==> config.mk <==
export PLATFORM = sky130hd
export DESIGN_NAME = http_request_header_scanner_core
export DESIGN_NICKNAME = d
export VERILOG_FILES = /design/src/hw/rtl/hrs_pkg.sv /design/src/hw/rtl/http_request_header_scanner_core.sv /design/src/hw/rtl/hrs_fifo.sv /design/src/hw/rtl/hrs_front.sv /design/src/hw/rtl/hrs_back.sv
export SDC_FILE = /design/constraint.sdc
export NUM_CORES = 1
export LEC_CHECK = 0
export BUFFER_PORTS_ARGS = -buffer_cell sky130_fd_sc_hd__buf_2
export CAP_MARGIN = 20
export CORE_MARGIN = 2
export CORE_UTILIZATION = 45
export CTS_BUF_LIST = sky130_fd_sc_hd__clkbuf_8
export DETAILED_ROUTE_END_ITERATION = 8
export GPL_ROUTABILITY_DRIVEN = 1
export GPL_TIMING_DRIVEN = 0
export HOLD_SLACK_MARGIN = 0.12
export PLACE_DENSITY_LB_ADDON = 0.12
export REMOVE_ABC_BUFFERS = 1
export SYNTH_ARGS = -nofsm -noshare
export SYNTH_HDL_FRONTEND = slang
export SYNTH_SLANG_ARGS = --single-unit
==> constraint.sdc <==
create_clock -name clk -period 7.9 [get_ports clk]
set_input_delay 1.58 -clock clk [delete_from_list [all_inputs] [get_ports clk]]
set_output_delay 1.58 -clock clk [all_outputs]
set_load 0.005 [all_outputs]
==> src/hw/rtl/hrs_pkg.sv <==
`timescale 1ns / 1ps
// Shared types, codes and pattern tables for the HTTP request header scanner.
// No dependencies; the other files of the block, apart from hrs_fifo, refer to it by scoped names.
package hrs_pkg;

    localparam int OUT_BYTES_W = 13;
    localparam int MAX_HDR_W   = 13;
    localparam int MAX_LINE_W  = 8;
    localparam int CFG_DATA_W  = 13;

    // Configuration register indexes
    localparam logic CFG_MAX_HEADER = 1'b0;
    localparam logic CFG_MAX_LINE   = 1'b1;

    localparam logic [MAX_HDR_W-1:0]  MAX_HDR_RESET  = 13'd4096;
    localparam logic [MAX_LINE_W-1:0] MAX_LINE_RESET = 8'd255;

    // Route status codes
    localparam logic [2:0] ST_OK_ROOT   = 3'd0;
    localparam logic [2:0] ST_OK_HEALTH = 3'd1;
    localparam logic [2:0] ST_NOT_FOUND = 3'd2;
    localparam logic [2:0] ST_BAD_REQ   = 3'd3;
    localparam logic [2:0] ST_TOO_LARGE = 3'd4;

    // Parser phase
    localparam logic PH_REQ = 1'b0;
    localparam logic PH_HDR = 1'b1;

    // Terminator progress codes
    localparam logic [1:0] TP_IDLE   = 2'd0;
    localparam logic [1:0] TP_CR     = 2'd1;
    localparam logic [1:0] TP_CRLF   = 2'd2;
    localparam logic [1:0] TP_CRLFCR = 2'd3;

    localparam logic [1:0] TOK_METHOD = 2'd1;
    localparam logic [1:0] TOK_PATH   = 2'd2;
    localparam logic [1:0] TOK_LAST   = 2'd3;

    localparam logic [2:0] METHOD_FULL = 3'd3;
    localparam logic [2:0] METHOD_DEAD = 3'd7;
    localparam logic [3:0] PATH_ROOT   = 4'd1;
    localparam logic [3:0] PATH_FULL   = 4'd7;
    localparam logic [3:0] PATH_DEAD   = 4'd15;
    localparam logic [3:0] NAME_FULL   = 4'd11;
    localparam logic [3:0] NAME_DEAD   = 4'd15;
    localparam logic [2:0] VALUE_FULL  = 3'd5;
    localparam logic [2:0] VALUE_DEAD  = 3'd7;

    localparam logic [7:0] CH_CR  = 8'h0D;
    localparam logic [7:0] CH_LF  = 8'h0A;
    localparam logic [7:0] CH_SP  = 8'h20;
    localparam logic [7:0] CH_TAB = 8'h09;
    localparam logic [7:0] CH_NUL = 8'h00;

    // One classified byte as handed from the front to the back
    typedef struct packed {
        logic [7:0] raw;
        logic [7:0] lower;
        logic       is_cr;
        logic       is_lf;
        logic       is_space;
        logic       is_blank;
        logic       is_nul;
        logic       first;
    } hrs_sym_t;

    typedef struct packed {
        logic [2:0]             status;
        logic                   keep;
        logic [OUT_BYTES_W-1:0] bytes;
    } hrs_result_t;

    // Parser state apart from the two counters
    typedef struct packed {
        logic       phase;
        logic [1:0] ti;
        logic [2:0] mp;
        logic [3:0] pp;
        logic [3:0] nm;
        logic [2:0] vp;
        logic       keep;
        logic [1:0] tp;
        logic       line_bad;
        logic       in_token;
        logic       nul_seen;
    } hrs_pstate_t;

    localparam hrs_pstate_t PSTATE_RESET = '{
        phase: PH_REQ, ti: 2'd0, mp: 3'd0, pp: 4'd0, nm: 4'd0, vp: 3'd0,
        keep: 1'b1, tp: TP_IDLE, line_bad: 1'b0, in_token: 1'b0, nul_seen: 1'b0
    };

    function automatic logic [7:0] method_char(input logic [1:0] idx);
        logic [7:0] ch;
        case (idx)
            2'd0:    ch = 8'h47; // G
            2'd1:    ch = 8'h45; // E
            2'd2:    ch = 8'h54; // T
            default: ch = 8'h00;
        endcase
        return ch;
    endfunction

    function automatic logic [7:0] path_char(input logic [2:0] idx);
        logic [7:0] ch;
        case (idx)
            3'd0:    ch = 8'h2F; // /
            3'd1:    ch = 8'h68; // h
            3'd2:    ch = 8'h65; // e
            3'd3:    ch = 8'h61; // a
            3'd4:    ch = 8'h6C; // l
            3'd5:    ch = 8'h74; // t
            3'd6:    ch = 8'h68; // h
            default: ch = 8'h00;
        endcase
        return ch;
    endfunction

    function automatic logic [7:0] name_char(input logic [3:0] idx);
        logic [7:0] ch;
        case (idx)
            4'd0:    ch = 8'h63; // c
            4'd1:    ch = 8'h6F; // o
            4'd2:    ch = 8'h6E; // n
            4'd3:    ch = 8'h6E; // n
            4'd4:    ch = 8'h65; // e
            4'd5:    ch = 8'h63; // c
            4'd6:    ch = 8'h74; // t
            4'd7:    ch = 8'h69; // i
            4'd8:    ch = 8'h6F; // o
            4'd9:    ch = 8'h6E; // n
            4'd10:   ch = 8'h3A; // :
            default: ch = 8'h00;
        endcase
        return ch;
    endfunction

    function automatic logic [7:0] close_char(input logic [2:0] idx);
        logic [7:0] ch;
        case (idx)
            3'd0:    ch = 8'h63; // c
            3'd1:    ch = 8'h6C; // l
            3'd2:    ch = 8'h6F; // o
            3'd3:    ch = 8'h73; // s
            3'd4:    ch = 8'h65; // e
            default: ch = 8'h00;
        endcase
        return ch;
    endfunction

endpackage

==> src/hw/rtl/http_request_header_scanner_core.sv <==
`timescale 1ns / 1ps
// Top level of the HTTP request header scanner: configuration registers, front and back.
// Depends on hrs_pkg, hrs_front and hrs_back.
//
//  channel   handshake                  payload
//  input     push / full                data_byte, first_of_connection
//  result    empty / pop                route_status, keep_conn, consumed_bytes
//  config    cfg_valid / cfg_ready      cfg_index, cfg_data
//
// One byte per cycle is sustained; the parser takes a queued byte every cycle
// the result queue has room. The last byte of a request is held in the mid queue, and
// its result in the result queue, before the result reaches the result ports. Reset
// clears both queues and the parser and loads max_header_bytes with 4096 and
// max_line_bytes with 255. cfg_ready is always high. A full result queue stalls the
// parser, and the mid queue then fills and raises full.
module http_request_header_scanner_core #(
    parameter int COUNT_BITS = 13,
    parameter int MID_DEPTH  = 2,
    parameter int OUT_DEPTH  = 2
) (
    input  logic                               clk,
    input  logic                               rst_n,
    input  logic [7:0]                         data_byte,
    input  logic                               first_of_connection,
    input  logic                               push,
    output logic                               full,
    output logic [2:0]                         route_status,
    output logic                               keep_conn,
    output logic [hrs_pkg::OUT_BYTES_W-1:0]    consumed_bytes,
    output logic                               empty,
    input  logic                               pop,
    input  logic                               cfg_valid,
    output logic                               cfg_ready,
    input  logic                               cfg_index,
    input  logic [hrs_pkg::CFG_DATA_W-1:0]     cfg_data
);
    logic [hrs_pkg::MAX_HDR_W-1:0]  max_header_bytes_reg, max_header_bytes_next;
    logic [hrs_pkg::MAX_LINE_W-1:0] max_line_bytes_reg, max_line_bytes_next;
    hrs_pkg::hrs_sym_t              sym;
    logic                           sym_empty, sym_take;
    hrs_pkg::hrs_result_t           result;

    assign cfg_ready = 1'b1;

    always_comb
    begin
        max_header_bytes_next = max_header_bytes_reg;
        max_line_bytes_next   = max_line_bytes_reg;
        if (cfg_valid && cfg_ready)
        begin
            case (cfg_index)
                hrs_pkg::CFG_MAX_HEADER:
                begin
                    max_header_bytes_next = cfg_data[hrs_pkg::MAX_HDR_W-1:0];
                end
                hrs_pkg::CFG_MAX_LINE:
                begin
                    max_line_bytes_next = cfg_data[hrs_pkg::MAX_LINE_W-1:0];
                end
                default:
                begin
                    max_header_bytes_next = max_header_bytes_reg;
                end
            endcase
        end
    end

    always_ff @(posedge clk or negedge rst_n)
    begin
        if (!rst_n)
        begin
            max_header_bytes_reg <= hrs_pkg::MAX_HDR_RESET;
            max_line_bytes_reg   <= hrs_pkg::MAX_LINE_RESET;
        end
        else
        begin
            max_header_bytes_reg <= max_header_bytes_next;
            max_line_bytes_reg   <= max_line_bytes_next;
        end
    end

    hrs_front #(
        .MID_DEPTH(MID_DEPTH)
    ) u_front (
        .clk                (clk),
        .rst_n              (rst_n),
        .data_byte          (data_byte),
        .first_of_connection(first_of_connection),
        .push               (push),
        .full               (full),
        .sym_take           (sym_take),
        .sym                (sym),
        .sym_empty          (sym_empty)
    );

    hrs_back #(
        .COUNT_BITS(COUNT_BITS),
        .OUT_DEPTH (OUT_DEPTH)
    ) u_back (
        .clk             (clk),
        .rst_n           (rst_n),
        .max_header_bytes(max_header_bytes_reg),
        .max_line_bytes  (max_line_bytes_reg),
        .sym             (sym),
        .sym_empty       (sym_empty),
        .sym_take        (sym_take),
        .pop             (pop),
        .empty           (empty),
        .result          (result)
    );

    assign route_status   = result.status;
    assign keep_conn      = result.keep;
    assign consumed_bytes = result.bytes;

endmodule

==> src/hw/rtl/hrs_fifo.sv <==
`timescale 1ns / 1ps
// Small synchronous register FIFO used for the mid queue and the result queue.
// Standalone; DEPTH must be a power of two of at least two.
module hrs_fifo #(
    parameter int WIDTH = 8,
    parameter int DEPTH = 2
) (
    input  logic             clk,
    input  logic             rst_n,
    input  logic             push,
    input  logic [WIDTH-1:0] push_data,
    output logic             full,
    input  logic             pop,
    output logic [WIDTH-1:0] pop_data,
    output logic             empty
);
    localparam int AW = $clog2(DEPTH);

    logic [WIDTH-1:0] store_reg [DEPTH];
    logic [AW-1:0]    wr_ptr_reg, wr_ptr_next;
    logic [AW-1:0]    rd_ptr_reg, rd_ptr_next;
    logic [AW:0]      count_reg, count_next;
    logic             do_push, do_pop;

    assign full     = (count_reg == (AW+1)'(DEPTH));
    assign empty    = (count_reg == '0);
    assign do_push  = push && !full;
    assign do_pop   = pop && !empty;
    assign pop_data = store_reg[rd_ptr_reg];

    always_comb
    begin
        wr_ptr_next = do_push ? wr_ptr_reg + 1'b1 : wr_ptr_reg;
        rd_ptr_next = do_pop ? rd_ptr_reg + 1'b1 : rd_ptr_reg;
        count_next  = count_reg;
        if (do_push && !do_pop)
        begin
            count_next = count_reg + 1'b1;
        end
        else if (do_pop && !do_push)
        begin
            count_next = count_reg - 1'b1;
        end
    end

    always_ff @(posedge clk or negedge rst_n)
    begin
        if (!rst_n)
        begin
            wr_ptr_reg <= '0;
            rd_ptr_reg <= '0;
            count_reg  <= '0;
        end
        else
        begin
            wr_ptr_reg <= wr_ptr_next;
            rd_ptr_reg <= rd_ptr_next;
            count_reg  <= count_next;
        end
    end

    always_ff @(posedge clk)
    begin
        if (do_push)
        begin
            store_reg[wr_ptr_reg] <= push_data;
        end
    end

endmodule

==> src/hw/rtl/hrs_front.sv <==
`timescale 1ns / 1ps
// Front end: accepts received bytes, classifies them and queues them for the parser.
// Depends on hrs_pkg and hrs_fifo.
module hrs_front #(
    parameter int MID_DEPTH = 2
) (
    input  logic              clk,
    input  logic              rst_n,
    input  logic [7:0]        data_byte,
    input  logic              first_of_connection,
    input  logic              push,
    output logic              full,
    input  logic              sym_take,
    output hrs_pkg::hrs_sym_t sym,
    output logic              sym_empty
);
    hrs_pkg::hrs_sym_t cls;
    logic [$bits(hrs_pkg::hrs_sym_t)-1:0] sym_bits;

    always_comb
    begin
        cls.raw      = data_byte;
        cls.lower    = data_byte;
        if (data_byte inside {[8'h41:8'h5A]})
        begin
            cls.lower = data_byte | 8'h20;
        end
        cls.is_cr    = (data_byte == hrs_pkg::CH_CR);
        cls.is_lf    = (data_byte == hrs_pkg::CH_LF);
        // Space plus tab, LF, VT, FF and CR
        cls.is_space = (data_byte == hrs_pkg::CH_SP) || (data_byte inside {[8'h09:8'h0D]});
        cls.is_blank = (data_byte == hrs_pkg::CH_SP) || (data_byte == hrs_pkg::CH_TAB);
        cls.is_nul   = (data_byte == hrs_pkg::CH_NUL);
        cls.first    = first_of_connection;
    end

    hrs_fifo #(
        .WIDTH($bits(hrs_pkg::hrs_sym_t)),
        .DEPTH(MID_DEPTH)
    ) u_mid_q (
        .clk      (clk),
        .rst_n    (rst_n),
        .push     (push),
        .push_data(cls),
        .full     (full),
        .pop      (sym_take),
        .pop_data (sym_bits),
        .empty    (sym_empty)
    );

    assign sym = hrs_pkg::hrs_sym_t'(sym_bits);

endmodule

==> src/hw/rtl/hrs_back.sv <==
`timescale 1ns / 1ps
// Back end: the request and header parser, one classified byte per beat, plus the result queue.
// Depends on hrs_pkg and hrs_fifo.
module hrs_back #(
    parameter int COUNT_BITS = 13,
    parameter int OUT_DEPTH  = 2
) (
    input  logic                                   clk,
    input  logic                                   rst_n,
    input  logic [hrs_pkg::MAX_HDR_W-1:0]          max_header_bytes,
    input  logic [hrs_pkg::MAX_LINE_W-1:0]         max_line_bytes,
    input  hrs_pkg::hrs_sym_t                      sym,
    input  logic                                   sym_empty,
    output logic                                   sym_take,
    input  logic                                   pop,
    output logic                                   empty,
    output hrs_pkg::hrs_result_t                   result
);
    localparam int CMP_W = (COUNT_BITS > hrs_pkg::MAX_HDR_W) ? COUNT_BITS : hrs_pkg::MAX_HDR_W;
    localparam logic [COUNT_BITS-1:0] COUNT_TOP = {COUNT_BITS{1'b1}};

    hrs_pkg::hrs_pstate_t  st_reg, st_next, cur;
    logic [COUNT_BITS-1:0] bc_reg, bc_next, cur_bc, bc_inc;
    logic [COUNT_BITS-1:0] ll_reg, ll_next, cur_ll, line_len;
    logic                  prev_cr, done, too_large, res_push, res_full, do_match;
    logic [1:0]            tok;
    hrs_pkg::hrs_result_t  res;
    logic [$bits(hrs_pkg::hrs_result_t)-1:0] result_bits;

    // A byte is taken only when the result queue can hold whatever it causes
    assign sym_take = !sym_empty && !res_full;

    always_comb
    begin
        cur      = sym.first ? hrs_pkg::PSTATE_RESET : st_reg;
        cur_bc   = sym.first ? '0 : bc_reg;
        cur_ll   = sym.first ? '0 : ll_reg;
        bc_inc   = (cur_bc != COUNT_TOP) ? cur_bc + 1'b1 : cur_bc;
        prev_cr  = (cur.tp == hrs_pkg::TP_CR) || (cur.tp == hrs_pkg::TP_CRLFCR);
        st_next  = cur;
        ll_next  = cur_ll;
        line_len = cur_ll - 1'b1;
        do_match = 1'b0;
        tok      = cur.ti;

        if (cur.phase == hrs_pkg::PH_REQ)
        begin
            if (sym.is_lf && prev_cr)
            begin
                // The counted length includes the CR, which the limit leaves out
                if (line_len > COUNT_BITS'(max_line_bytes) || cur.ti != hrs_pkg::TOK_LAST)
                begin
                    st_next.line_bad = 1'b1;
                end
                st_next.phase = hrs_pkg::PH_HDR;
            end
            else
            begin
                if (cur_ll != COUNT_TOP)
                begin
                    ll_next = cur_ll + 1'b1;
                end
                if (!cur.nul_seen)
                begin
                    if (sym.is_nul)
                    begin
                        st_next.nul_seen = 1'b1;
                        st_next.in_token = 1'b0;
                    end
                    else if (sym.is_space)
                    begin
                        st_next.in_token = 1'b0;
                    end
                    else if (!cur.in_token)
                    begin
                        st_next.in_token = 1'b1;
                        if (cur.ti != hrs_pkg::TOK_LAST)
                        begin
                            tok        = cur.ti + 1'b1;
                            st_next.ti = tok;
                            do_match   = 1'b1;
                        end
                    end
                    else if (cur.ti != hrs_pkg::TOK_LAST)
                    begin
                        do_match = 1'b1;
                    end
                end
                if (do_match && tok == hrs_pkg::TOK_METHOD)
                begin
                    if (cur.mp < hrs_pkg::METHOD_FULL
                        && sym.raw == hrs_pkg::method_char(cur.mp[1:0]))
                    begin
                        st_next.mp = cur.mp + 1'b1;
                    end
                    else
                    begin
                        st_next.mp = hrs_pkg::METHOD_DEAD;
                    end
                end
                else if (do_match && tok == hrs_pkg::TOK_PATH)
                begin
                    if (cur.pp < hrs_pkg::PATH_FULL
                        && sym.raw == hrs_pkg::path_char(cur.pp[2:0]))
                    begin
                        st_next.pp = cur.pp + 1'b1;
                    end
                    else
                    begin
                        st_next.pp = hrs_pkg::PATH_DEAD;
                    end
                end
            end
        end
        else
        begin
            if (sym.is_lf && prev_cr)
            begin
                st_next.nm = '0;
                st_next.vp = '0;
            end
            else if (cur.nm < hrs_pkg::NAME_FULL)
            begin
                if (sym.lower == hrs_pkg::name_char(cur.nm))
                begin
                    st_next.nm = cur.nm + 1'b1;
                end
                else
                begin
                    st_next.nm = hrs_pkg::NAME_DEAD;
                end
            end
            else if (cur.nm == hrs_pkg::NAME_FULL)
            begin
                // Blanks before the value are skipped
                if (!(cur.vp == '0 && sym.is_blank) && cur.vp < hrs_pkg::VALUE_FULL)
                begin
                    if (sym.lower == hrs_pkg::close_char(cur.vp))
                    begin
                        st_next.vp = cur.vp + 1'b1;
                        if (cur.vp + 1'b1 == hrs_pkg::VALUE_FULL)
                        begin
                            st_next.keep = 1'b0;
                        end
                    end
                    else
                    begin
                        st_next.vp = hrs_pkg::VALUE_DEAD;
                    end
                end
            end
        end

        done = 1'b0;
        case (cur.tp)
            hrs_pkg::TP_CR:
            begin
                st_next.tp = sym.is_lf ? hrs_pkg::TP_CRLF
                           : (sym.is_cr ? hrs_pkg::TP_CR : hrs_pkg::TP_IDLE);
            end
            hrs_pkg::TP_CRLF:
            begin
                st_next.tp = sym.is_cr ? hrs_pkg::TP_CRLFCR : hrs_pkg::TP_IDLE;
            end
            hrs_pkg::TP_CRLFCR:
            begin
                done       = sym.is_lf;
                st_next.tp = sym.is_cr ? hrs_pkg::TP_CR : hrs_pkg::TP_IDLE;
            end
            default:
            begin
                st_next.tp = sym.is_cr ? hrs_pkg::TP_CR : hrs_pkg::TP_IDLE;
            end
        endcase

        too_large = !done && ((CMP_W'(bc_inc) >= CMP_W'(max_header_bytes))
                              || bc_inc == COUNT_TOP);

        res.status = hrs_pkg::ST_TOO_LARGE;
        res.keep   = 1'b0;
        res.bytes  = '0;
        if (done)
        begin
            if (cur.line_bad || CMP_W'(bc_inc) > CMP_W'(max_header_bytes))
            begin
                res.status = hrs_pkg::ST_BAD_REQ;
            end
            else
            begin
                res.keep  = cur.keep;
                res.bytes = hrs_pkg::OUT_BYTES_W'(bc_inc);
                if (cur.mp == hrs_pkg::METHOD_FULL && cur.pp == hrs_pkg::PATH_ROOT)
                begin
                    res.status = hrs_pkg::ST_OK_ROOT;
                end
                else if (cur.mp == hrs_pkg::METHOD_FULL && cur.pp == hrs_pkg::PATH_FULL)
                begin
                    res.status = hrs_pkg::ST_OK_HEALTH;
                end
                else
                begin
                    res.status = hrs_pkg::ST_NOT_FOUND;
                end
            end
        end

        bc_next = bc_inc;
        if (done || too_large)
        begin
            st_next = hrs_pkg::PSTATE_RESET;
            bc_next = '0;
            ll_next = '0;
        end
    end

    assign res_push = sym_take && (done || too_large);

    always_ff @(posedge clk or negedge rst_n)
    begin
        if (!rst_n)
        begin
            st_reg <= hrs_pkg::PSTATE_RESET;
            bc_reg <= '0;
            ll_reg <= '0;
        end
        else if (sym_take)
        begin
            st_reg <= st_next;
            bc_reg <= bc_next;
            ll_reg <= ll_next;
        end
    end

    hrs_fifo #(
        .WIDTH($bits(hrs_pkg::hrs_result_t)),
        .DEPTH(OUT_DEPTH)
    ) u_res_q (
        .clk      (clk),
        .rst_n    (rst_n),
        .push     (res_push),
        .push_data(res),
        .full     (res_full),
        .pop      (pop),
        .pop_data (result_bits),
        .empty    (empty)
    );

    assign result = hrs_pkg::hrs_result_t'(result_bits);

    a_err_fields: assert property (@(posedge clk) disable iff (!rst_n)
        res_push && (res.status == hrs_pkg::ST_BAD_REQ || res.status == hrs_pkg::ST_TOO_LARGE)
        |-> !res.keep && res.bytes == '0)
        else $error("error result carries keep-alive or a byte count");

    a_restart: assert property (@(posedge clk) disable iff (!rst_n)
        res_push |=> bc_reg == '0 && ll_reg == '0 && st_reg.phase == hrs_pkg::PH_REQ)
        else $error("parser did not restart after a result");

    a_short_line_bad: assert property (@(posedge clk) disable iff (!rst_n)
        st_reg.phase == hrs_pkg::PH_HDR && st_reg.ti != hrs_pkg::TOK_LAST |-> st_reg.line_bad)
        else $error("request line with too few tokens not marked bad");

    a_no_push_when_full: assert property (@(posedge clk) disable iff (!rst_n)
        res_full |-> !res_push)
        else $error("result pushed into a full queue");

endmodule
; Word-level counts from Yosys, hierarchy flattened
; Memories as Yosys holds them, arrays and structs flattened.
; Index checks and enable logic that the tools add are counted.
[classes]
muxes = 87
eq_ne = 36
n_shift = 0
order_cmp = 11
mul = 0
n_bitwise = 1
add_sub_neg = 16
reduce_logical = 50
n_div = 0
[ops]
columns = op, count
row1 = two-way mux 8 bit, 16
row2 = two-way mux 13 bit, 8
row3 = two-way mux 23 bit, 2
row4 = case mux 7 bit (6 select lines), 1
row5 = two-way mux 2 bit, 18
row6 = case mux 7 bit (5 select lines), 1
row7 = == test 8 bit, 4
row8 = two-way mux 4 bit, 8
row9 = adder 13 x 1 -> 13 bit (second input constant), 2
row10 = != test 13 bit (second input constant), 2
row11 = == test 8 x 4 -> 1 bit (second input constant), 3
row12 = logical AND 1 bit, 22
row13 = two-way mux 1 bit, 21
row14 = case mux 7 bit (3 select lines), 1
row15 = two-way mux 17 bit, 1
row16 = == test 3 x 2 -> 1 bit (second input constant), 5
row17 = == test 3 bit (second input constant), 5
row18 = two-way mux 14 bit, 1
row19 = == test 13 bit (second input constant), 1
row20 = greater-or-equal comparator 13 bit, 1
row21 = > comparator 13 bit, 1
row22 = > comparator 13 x 8 -> 1 bit, 1
row23 = subtractor 13 x 1 -> 13 bit (second input constant), 1
row24 = == test 2 bit (second input constant), 6
row25 = 35 further kinds, 69
[totals]
output_inout_bits = 20
romBits = 112
word_cells = 225
input_bits = 28
mem_count = 3
latch_bits = 0
ramBits = 78
ff_bits = 78
[memory_table]
columns = name, depth, width, rd, rd_ports_with_merged_regs, wr, line_no
row1 = (no name shown), 16, 7, 1, 0, 0, hrs_pkg.sv:121  ; case (idx)
row2 = u_front.u_mid_q.store_reg, 2, 22, 1, 0, 1, hrs_fifo.sv:19  ; logic [WIDTH-1:0] store_reg [DEPTH];
row3 = u_back.u_res_q.store_reg, 2, 17, 1, 0, 1, hrs_fifo.sv:19

; Longest topological paths before layout
; An unclocked memory read counts as a cell.
[depth]
word_depth = 24
depth_mapped = 27

; Modules after synthesis
; Synthesis repeated with hierarchy kept, for this count alone.
[unflattened]
cells_unflattened = 932
hier_area_um2 = 9656.8
[modules_own_cells]
columns = mod, instances, area_each_um2, cells_each
row1 = hrs_back, 1, 5383.9, 704
row2 = hrs_fifo (u_front.u_mid_q), 1, 1788.0, 87
row3 = hrs_fifo (u_back.u_res_q), 1, 1473.9, 72
row4 = http_request_header_scanner_core, 1, 862.1, 47
row5 = hrs_front, 1, 148.9, 22

; Worst setup path before layout
; Ideal clock, no wire load.
[synth_path]
kind = register to register
startpoint = register u_front.u_mid_q.rd_ptr_reg
endpoint = memory u_back.u_res_q.store_reg[0][0] (netlist name) (enable)
t_arrival_ns = 5.788
path_stages_with_launch = 23
synth_period_minus_slack_ns = 6.201
t_required_ns = 7.488
setup_time_ns = 0.412
setup_slack_ns = 1.699
path_cell_list = dfrtp_1 > buf_6 > mux2i_1 > buf_2 > buf_2 > buf_2 > clkbuf_1 > clkbuf_1 > buf_1 > and2_1 > ha_1 > nand3_1 > or4_4 > or2_1 > xor2_1 > ha_1 > nand4_1 > nor2_1 > and2_1 > o31ai_1 > and3_1 > a21boi_2 > nor3_1
[synth_between]
elab_chain_cells = 12
[synth_rtl]
columns = item, line_no
row1 = start: declaration, hrs_fifo.sv:21  ; logic [AW-1:0] rd_ptr_reg, rd_ptr_next;
row2 = start signal: assignment, hrs_fifo.sv:57  ; rd_ptr_reg <= rd_ptr_next;
row3 = memory read (2 x 22 bit) (*), --
row4 = two-way mux 13 bit, hrs_back.sv:36  ; cur_bc = sym.first ? '0 : bc_reg;
row5 = adder 13 x 1 -> 13 bit / != test 13 bit (equally long branches), hrs_back.sv:38  ; bc_inc = (cur_bc != COUNT_TOP) ? cur_bc + 1'b1 : cur_bc;
row6 = two-way mux 13 bit, hrs_back.sv:38
row7 = greater-or-equal comparator 13 bit / == test 13 bit (equally long branches), "hrs_back.sv:176, hrs_back.sv:177"
row8 = logical OR 1 bit, hrs_back.sv:177  ; || bc_inc == COUNT_TOP);
row9 = logical AND 1 bit, hrs_back.sv:176  ; too_large = !done && ((CMP_W'(bc_inc) >= CMP_W'(max_header_bytes))
row10 = logical OR 1 bit (*), hrs_back.sv:216  ; assign res_push = sym_take && (done || too_large);
row11 = logical AND 1 bit (*), hrs_back.sv:216
row12 = logical AND 1 bit (*), hrs_fifo.sv:27  ; assign do_push = push && !full;
row13 = two-way mux 1 bit (*), hrs_fifo.sv:64  ; if (do_push)
row14 = two-way mux 1 bit (implied by the code) (*), hrs_fifo.sv:66  ; store_reg[wr_ptr_reg] <= push_data;
row15 = end: declaration, hrs_fifo.sv:19
; Mark *: on every way between the ends. The rest lies on a longest branch, timed or not.

; Worst setup path after layout
[layout_path]
startpoint = register u_front.u_mid_q.rd_ptr_reg
endpoint = register u_back.ll_reg[6]
[layout_between]
elab_chain_cells = 9
[layout_rtl]
columns = item, line_no
row1 = memory read (2 x 22 bit) (*), --
row2 = two-way mux 13 bit, hrs_back.sv:36
row3 = adder 13 x 1 -> 13 bit / != test 13 bit (equally long branches), hrs_back.sv:38
row4 = two-way mux 13 bit, hrs_back.sv:38
row5 = greater-or-equal comparator 13 bit / == test 13 bit (equally long branches), "hrs_back.sv:176, hrs_back.sv:177"
row6 = logical OR 1 bit, hrs_back.sv:177
row7 = logical AND 1 bit, hrs_back.sv:176
row8 = logical OR 1 bit, hrs_back.sv:208  ; if (done || too_large)
row9 = two-way mux 13 bit (*), hrs_back.sv:208
row10 = end signal: assignment, hrs_back.sv:230  ; ll_reg <= ll_next;
row11 = end: declaration, hrs_back.sv:24  ; logic [COUNT_BITS-1:0] ll_reg, ll_next, cur_ll, line_len;
; Marked as above.
; A chain may end at the register's enable or synchronous reset.

==> qor.csv <==
metric;value;unit
firstDrtPassIters;7;
syn2layout_area_growth;9.975;%
timing.critical_path.buf_inv;1;
slew_headroom;23.85;%
cts-root-buf;clkbuf_8;
yosys.cell_types.count;85;
synth.avg_cell_area;9.808;sq um
cp_max_fo;30;
post_drt_wl_per_cell;16.72;um
p_per_area;307.0;nW/um^2
grtUsageTotal;19.94;%
setup_viol;0;
dieArea;21130;sq um
synth_area_leaders;edfxtp_1 21%, dfrtp_1 19%, ha_1 7.1%, mux2_2 4.0%, nand2_1 3.7%;
dpl.cell_count;1187;
cts_num_sinks;142;
cts_max_level;4;
clk_latency;450;ps
min_path_type;flop to flop;
ioPinCount;48;
cts.repair.resized;0;
die_h;145.4;um
grt_pass1_vias;6527;
clockBufferDepth;2;
cts_hold_buf;0;
synth_edf_count;64;
r2r-start;u_front.u_mid_q.rd_ptr_reg;
cp.required;8250;ps
ant_nets;0;
worstHoldStart;u_front.u_mid_q.wr_ptr_reg;
fin_setup_tns;0;ps
post_cts_buffers;0;
finalMaxSlewViolations;0;
cp-end-kind;flop;
crit_chain;mux2i_4, buf_12, and2_1, ha_1, nand3_1, or4_4, or3_1, o21ai_0, ha_1, nor2b_1, o21a_1, o21a_1, o31ai_1, and3_1, a21boi_2, nand2_2, o311ai_2;
min_period;6565;ps
dp_hpwl;14.41;mm
drc_errors;0;
yosys_warnings;0;
status;complete, no violations;
final_util;50.65;%
antenna_found_initial;0;
initial_core_util;46.06;%
avgViaCountPerCell;5.617;
cp.arrival;6920;ps
rows;51;
grt_setup_unrepaired;no;
fin_skew;11.10;ps
synth_top_area_share;21.37;%
port_buffers;46;
finalInstanceArea;9891;sq um
crit_slowest_cell;dfrtp_1;
grt_pass1_wl;33.98;mm
ir_drop;208.9;uV
synth_seq_cells;142;
startpoint_type;flop;
fin_ws;1335;ps
yosysSeqAreaShare;43.21;%
routed_wl;20.38;mm
synth-async-reset-ratio;54.93;%
grt_start_max_net_pins;48;
cp_top_family;simple AND/OR/NAND/NOR gates;
place_congestion;0.8403;
vias;6847;
leakagePower;4.108;nW
pre_cts_ws;1352;ps
final_cells;1219;
core-area;19530;sq um
report.final.hold_viol_count;0;
grt-ovfl-total;0;
fin_crit_sh;83.10;%
cap_violations;0;
layout-drive-gt1-share;17.19;%
cts_buffers;17;
tightest_slew;1130;ps
drt_iter0_drc;548;
largest_reg_flops;34;
cpPeakStageDelay;1060;ps
cts.clk_slew.worst_paths;80;ps
startpoint;u_front.u_mid_q.rd_ptr_reg;
post-synth-top-area-cell;edfxtp_1;
finalNetCount;1020;
cts_tree;built;
syn_inst;917;
place_area;9460;sq um
dieWidth;145.4;um
num_antenna_cells;0;
synthFlopType;dfrtp_1;
fmax;152.3;MHz
synth_area;8994;sq um
path_class;flop to flop;
-- power breakdown --
group          total [W]  internal (W)  leakage (nW)  switching, W
registers        0.00109      0.000912          1.60      0.000173
clock network   0.000634      0.000343         0.214      0.000291
logic            0.00132      0.000535          2.29      0.000782
total            0.00304       0.00179          4.11       0.00125
-- synthesized netlist by cell type (28+ instances only) --
master,n
nand3_1,31
mux2_2,32
nor2_1,52
edfxtp_1,64
inv_1,68
ha_1,51
o21ai_0,56
nand2_1,89
dfrtp_1,68
nor3_1,29
a21oi_1,31
clkbuf_1,28
-- worst reg2reg max path, stage by stage (launching register included) --
cell and delay, ps:
dfrtp_1 1060, mux2i_4 440, buf_12 230, and2_1 180, ha_1 480, nand3_1 200
or4_4 540, or3_1 390, o21ai_0 530, ha_1 260, nor2b_1 40, o21a_1 160
o21a_1 170, o31ai_1 340, and3_1 220, a21boi_2 340, nand2_2 460, o311ai_2 420
-- cell usage in the layout, fill, tap and decap left out, drive strengths merged, types with 10 or more instances in the layout --
cell,count
nand2b,11
a21oi,34
dfstp,10
nor2,53
a22o,11
nand2,90
nand4,21
mux2i,14
nand3,31
inv,71
and3,12
dfrtp,68
mux2,33
edfxtp,64
o21ai,64
ha,51
a31oi,15
o211ai,14
buf,53
nor2b,11
xnor2,16
nor3,29
clkbuf,17
xor2,13
-- final timing paths --
kind                                               to  slack (ps)  cells past startpoint
min                        u_front.u_mid_q.wr_ptr_reg         490                      1
min in group asynchronous     max_header_bytes_reg[8]        1070                      1
min reg2reg                u_front.u_mid_q.wr_ptr_reg         490                      1
max in group asynchronous            u_back.st_reg[5]        6180                      2
max reg2reg                          u_back.ll_reg[6]        1330                     17
max                                  u_back.ll_reg[6]        1330                     17
-- per-layer routing --
layer	GRT usage [%]	routed length, um	vias up
met5	0	0	-
met4	5.784	352	0
met3	3.981	735	24
met2	32.49	9700	131
met1	27.15	9592	3290
li1	-	-	3402
-- per-stage QoR --
stage          total power, W  hold slack (ps)
4_1_cts              0.003060            497.1
2_1_floorplan        0.001977            450.2
5_1_grt              0.003267            520.5
6_report             0.003036            493.0
3_3_place_gp         0.002367            474.6
3_5_place_dp         0.002418            483.8
-- layout make-up --
type | instances | area, sq um
timing repair buffer | 53 | 345.3
inverter | 68 | 255.2
multi-input combinational | 659 | 4642
fill | 1844 | 9635
tap | 265 | 331.6
clock inverter | 15 | 196.4
sequential | 142 | 3886
clock buffer | 17 | 234.0
-- kinds of logic (layout without fill, tap and decap cells) --
| kind of cell | Yosys count | count (layout) | share of synthesized area (%) |
|---|---|---|---|
| buf+inv | 116 | 153 | 5.370 |
| flops | 142 | 142 | 43.21 |
| other cells | 1 | 1 | 0.04170 |
| mux | 47 | 47 | 5.773 |
| compound gates | 213 | 213 | 16.79 |
| simple gates | 318 | 318 | 18.89 |
| fa+ha+maj | 51 | 51 | 7.095 |
| xor+xnor | 29 | 29 | 2.824 |
Power figures use the tool's default switching activity.
